### src/rtl/pli_pkg.sv
// Shared types and constants for the plane/line intersection block.
// No dependencies; used by every module under rtl/.
`timescale 1ns / 1ps
`default_nettype none
package pli_pkg;
    localparam int FRAC_DEF = 16;
    // Quotient bits resolved by the divider; larger quotients saturate.
    localparam int QB       = 33;
    localparam int CW       = 64 + QB;
    localparam int QDEPTH   = 8;
    localparam int QPTR_W   = 3;
    localparam int QCNT_W   = 4;
    localparam int FCNT_W   = 3;
    localparam logic [31:0] TOL_RESET = 32'd4295;
    localparam logic ADDR_TOL = 1'b0;

    // Classified word passed from front to back through the queue.
    typedef struct packed {
        logic                  par;
        logic                  big;
        logic                  neg;
        logic [63:0]           num_mag;
        logic [63:0]           den_mag;
        logic [2:0][31:0]      p;
        logic [2:0][31:0]      d;
    } t_qent;
endpackage
`default_nettype wire

### src/rtl/pli_queue.sv
// Short queue between front and back parts.
// Depends on pli_pkg.
`timescale 1ns / 1ps
`default_nettype none
module pli_queue (
    input  wire logic                    i_clk,
    input  wire logic                    i_rst_n,
    input  wire logic                    i_push,
    input  wire pli_pkg::t_qent          i_ent,
    input  wire logic                    i_pop,
    output logic                         o_nempty,
    output pli_pkg::t_qent               o_head,
    output logic [pli_pkg::QCNT_W-1:0]   o_count
);
    pli_pkg::t_qent r_mem [pli_pkg::QDEPTH];
    logic [pli_pkg::QPTR_W-1:0] r_wr, r_rd;
    logic [pli_pkg::QCNT_W-1:0] r_count;

    always_ff @(posedge i_clk) begin
        if (i_push) begin
            r_mem[r_wr] <= i_ent;
        end
    end

    always_ff @(posedge i_clk) begin
        if (!i_rst_n) begin
            r_wr    <= '0;
            r_rd    <= '0;
            r_count <= '0;
        end else begin
            if (i_push) begin
                r_wr <= r_wr + 1'b1;
            end
            if (i_pop) begin
                r_rd <= r_rd + 1'b1;
            end
            r_count <= r_count + pli_pkg::QCNT_W'(i_push) - pli_pkg::QCNT_W'(i_pop);
        end
    end

    assign o_nempty = r_count != '0;
    assign o_head   = r_mem[r_rd];
    assign o_count  = r_count;

`ifndef SYNTHESIS
    a_no_overflow: assert property (@(posedge i_clk) disable iff (!i_rst_n)
        i_push && !i_pop |-> r_count != pli_pkg::QCNT_W'(pli_pkg::QDEPTH))
        else $error("queue overflow");
    a_no_underflow: assert property (@(posedge i_clk) disable iff (!i_rst_n)
        i_pop |-> r_count != '0)
        else $error("queue underflow");
    a_count_range: assert property (@(posedge i_clk) disable iff (!i_rst_n)
        r_count <= pli_pkg::QCNT_W'(pli_pkg::QDEPTH))
        else $error("queue count out of range");
`endif
endmodule
`default_nettype wire

### config.mk
export PLATFORM = sky130hd
export DESIGN_NAME = pli_queue
export DESIGN_NICKNAME = d
export VERILOG_FILES = /design/src/rtl/pli_pkg.sv /design/src/rtl/pli_queue.sv
export SDC_FILE = /design/constraint.sdc
export NUM_CORES = 2
export LEC_CHECK = 0
export BUFFER_PORTS_ARGS = -buffer_cell sky130_fd_sc_hd__buf_2
export CAP_MARGIN = 10
export CORE_ASPECT_RATIO = 1.2
export CORE_UTILIZATION = 50
export DETAILED_ROUTE_END_ITERATION = 10
export PLACE_DENSITY = 0.8
export SKIP_CTS_REPAIR_TIMING = 1
export SLEW_MARGIN = 5
export SYNTH_ARGS = -nofsm -noshare
export SYNTH_HDL_FRONTEND = slang
export SYNTH_SLANG_ARGS = --single-unit
### constraint.sdc
create_clock -name i_clk -period 29 [get_ports i_clk]
set_clock_uncertainty 0.05 [all_clocks]
set_input_delay 2.9 -clock i_clk [delete_from_list [all_inputs] [get_ports i_clk]]
set_output_delay 2.9 -clock i_clk [all_outputs]
set_load 0.01 [all_outputs]
==> metrics.md <==
| Metric | Value |
|---|---|
| Status | complete, no violations |
| Hold Crit Class | reg2reg |
| Fin nets | 4910 |
| P per Cell Area | 70.8 mW/mm^2 |
| Drt via density | 5.91 |
| Crit Path Category | reg2out |
| Critical path's slowest cell | buf_4 |
| Clock Path Buffers | 3 |
| P_leak | 35.4 nW |
| Final setup viols | 0 |
| R2r startpoint | r_wr[0] |
| Vias in the first global route | 45134 |
| Final instance area | 0.112 mm^2 |
| Largest area contributor in the netlist | edfxtp_1 |
| Share of layout cells above drive strength 1 | 0.395 |
| CP arrival | 7.13 ns |
| Ys Warns | 0 |
| Fin crit period | 10.08 ns |
| Drt first pass iters | 7 |
| Post-route clock period utilization | 0.348 |
| RSZ-0062 raised after global routing | false |
| FFs w/ async S/R, synth | 0 |
| Max-slew violations | 0 |
| Area contributors post-synth | edfxtp_1 (79%), mux4_2 (11%), mux4_1 (4.1%) |
| Main flop type after synthesis | edfxtp_1 |
| Grt total ovfl | 0 |
| Max Fclk | 99.2 MHz |
| Maxcap violations | 0 |
| Largest net degree at the start of global routing | 155 |
| EDFF count, synth | 2584 |
| PortBufs | 654 |
| Fin. Hold Viols | 0 |
| Gpl congestion | 0.737 |
| Clk_lat worst skew | 0.88 ns |
| Clock root buffer master | clkbuf_16 |
| Die H | 488 um |
| Synthesized instance count | 3800 |
| Die span in x | 407 um |
| Global-route wire length before repair | 300 mm |
| Placed Area | 0.104 mm^2 |
| Maximum vdd drop | 0.0652 mV |
| Initial antenna violation count | 81 |
| Syn_nets | 4135 |
| Routed len/inst | 28.1 um |
| Detail Route Antenna Nets | 0 |
| P&R area growth vs syn | 13.8% |
| # DRC | 0 |
| Total wire length | 207 mm |
| Clock sink total | 2597 |
| Relative slew slack | 0.232 |
| Worst Path Max Fanout | 51 |
| CP required | 26.05 ns |
| Number of I/O pins | 655 |
| Critical-path cell list | buf_4, buf_4, buf_4, buf_4, buf_4, mux4_1, mux2_2, buf_2 |
| Core Region | 0.195 mm^2 |
| Cell Area, Synth | 0.0983 mm^2 |
| DR vias | 43665 |
| Die ar. | 0.198 mm^2 |
| Top-count cell post-synth | edfxtp_1 |
| Hold path start | r_rd[1] |
| Slew @ Worst Pin | 1.15 ns |
| H-tree depth | 4 |
| CP Launch Type | register |
| Crit-path most repeated cell | buf_4 |
| CP endpoint kind | primary output |
| Iter 0 DRT Violations | 4332 |
| Initial Util | 0.505 |
| CP max stage delay | 0.90 ns |
| DP HPWL | 111 mm |
| Syn avg cell area | 25.9 um^2 |
| CTS tree | done |
| Row cnt | 177 |
| Total GRT Usage | 0.207 |
| Setup TNS | 0 ns |
| CTS Buf Count | 231 |
| Post-synthesis sequential area ratio | 0.792 |
| Cell variety after synth | 27 |
| Post-synth top cells | edfxtp_1 (2584), mux4_2 (492), mux2_2 (323) |
| Clock transition at the registers of the reported paths | 0.06 ns |
| Synth top area share | 0.789 |
| Synthesized flop and latch total | 2597 |
==> power by group <==
group	total (mW)	internal (mW)	switching (mW)
registers	4.26	4.23	0.0309
logic	0.635	0.285	0.350
clock network	3.02	1.70	1.32
total	7.92	6.22	1.70
==> layout make-up <==
| class | instances | area, um^2 |
|---|---|---|
| Antenna cell | 35 | 87.6 |
| Inverter | 7 | 26.3 |
| Tap cell | 2595 | 3250 |
| Clock buffer | 277 | 6060 |
| Fill cell | 13133 | 82800 |
| Timing Repair Buffer | 723 | 3930 |
| Sequential cell | 2597 | 77900 |
| Multi-Input combinational cell | 1015 | 19200 |
| Clock inverter | 145 | 1480 |
==> per-stage QoR <==
| stage | setup slack, ns | hold WS (ns) | utilization | cells | power (mW) |
|---|---|---|---|---|---|
| floorplan | 2.84 | 0.462 | - | 3800 | 4.78 |
| global placement | 19.67 | 0.480 | 0.535 | 6937 | 4.95 |
| detailed placement | 19.61 | 0.504 | 0.535 | 6937 | 4.97 |
| CTS | 18.64 | 0.515 | 0.574 | 7359 | 7.97 |
| global route | 18.27 | 0.566 | 0.574 | 7371 | 8.15 |
| finish | 18.92 | 0.522 | 0.575 | 7394 | 7.92 |
==> flip-flops by register name, indices dropped and copies added, names as in the netlist, named ones only <==
| name | flops |
|---|---|
| r_rd | 3 |
| o_count | 4 |
| r_wr | 3 |
| r_mem | 2584 |
==> cells by family after synthesis <==
kind of cell    count (synthesis)  share of synthesized area
flops                        2597                      0.792
mux                           972                      0.191
buf+inv                       188                     0.0135
simple gates                   28                    0.00146
fa+ha+maj                       8                    0.00109
xor+xnor                        5                   0.000446
compound gates                  2                   0.000127
==> layer usage <==
layer | track usage | vias up | share of wire
met4 | 0.0647 | 110 | 0.024
met1 | 0.264 | 23109 | 0.37
met5 | 0 | - | 0.0036
met2 | 0.334 | 1912 | 0.50
li1 | - | 18140 | -
met3 | 0.0717 | 394 | 0.10
==> placed cells by master, fill, tap and decap left out, drive strengths merged, types with 13 or more instances in the layout <==
| cell type | Yosys | layout |
|---|---|---|
| edfxtp | 2584 | 2584 |
| buf | 133 | 723 |
| mux4 | 646 | 646 |
| mux2 | 323 | 323 |
| clkbuf | 44 | 277 |
| clkinv | 0 | 106 |
| diode | 0 | 35 |
| bufinv | 0 | 24 |
| inv | 7 | 14 |
| dfxtp | 13 | 13 |
==> worst max-delay path, delay by kind of cell, from the launching register on <==
| family | cells | cell delay [ns] |
|---|---|---|
| DFF | 1 | 0.85 |
| buffers and inverters | 6 | 4.17 |
| muxes | 2 | 0.96 |
==> path summary, 6_finish.rpt <==
path	slack, ns	cells after the start	end
worst min register to register	0.52	2	register
worst max register to register	24.09	6	r_mem[3][190]
worst min-delay path	0.52	2	register
worst max-delay path	18.92	8	o_head[108]
(Power assumes the default switching activity.)
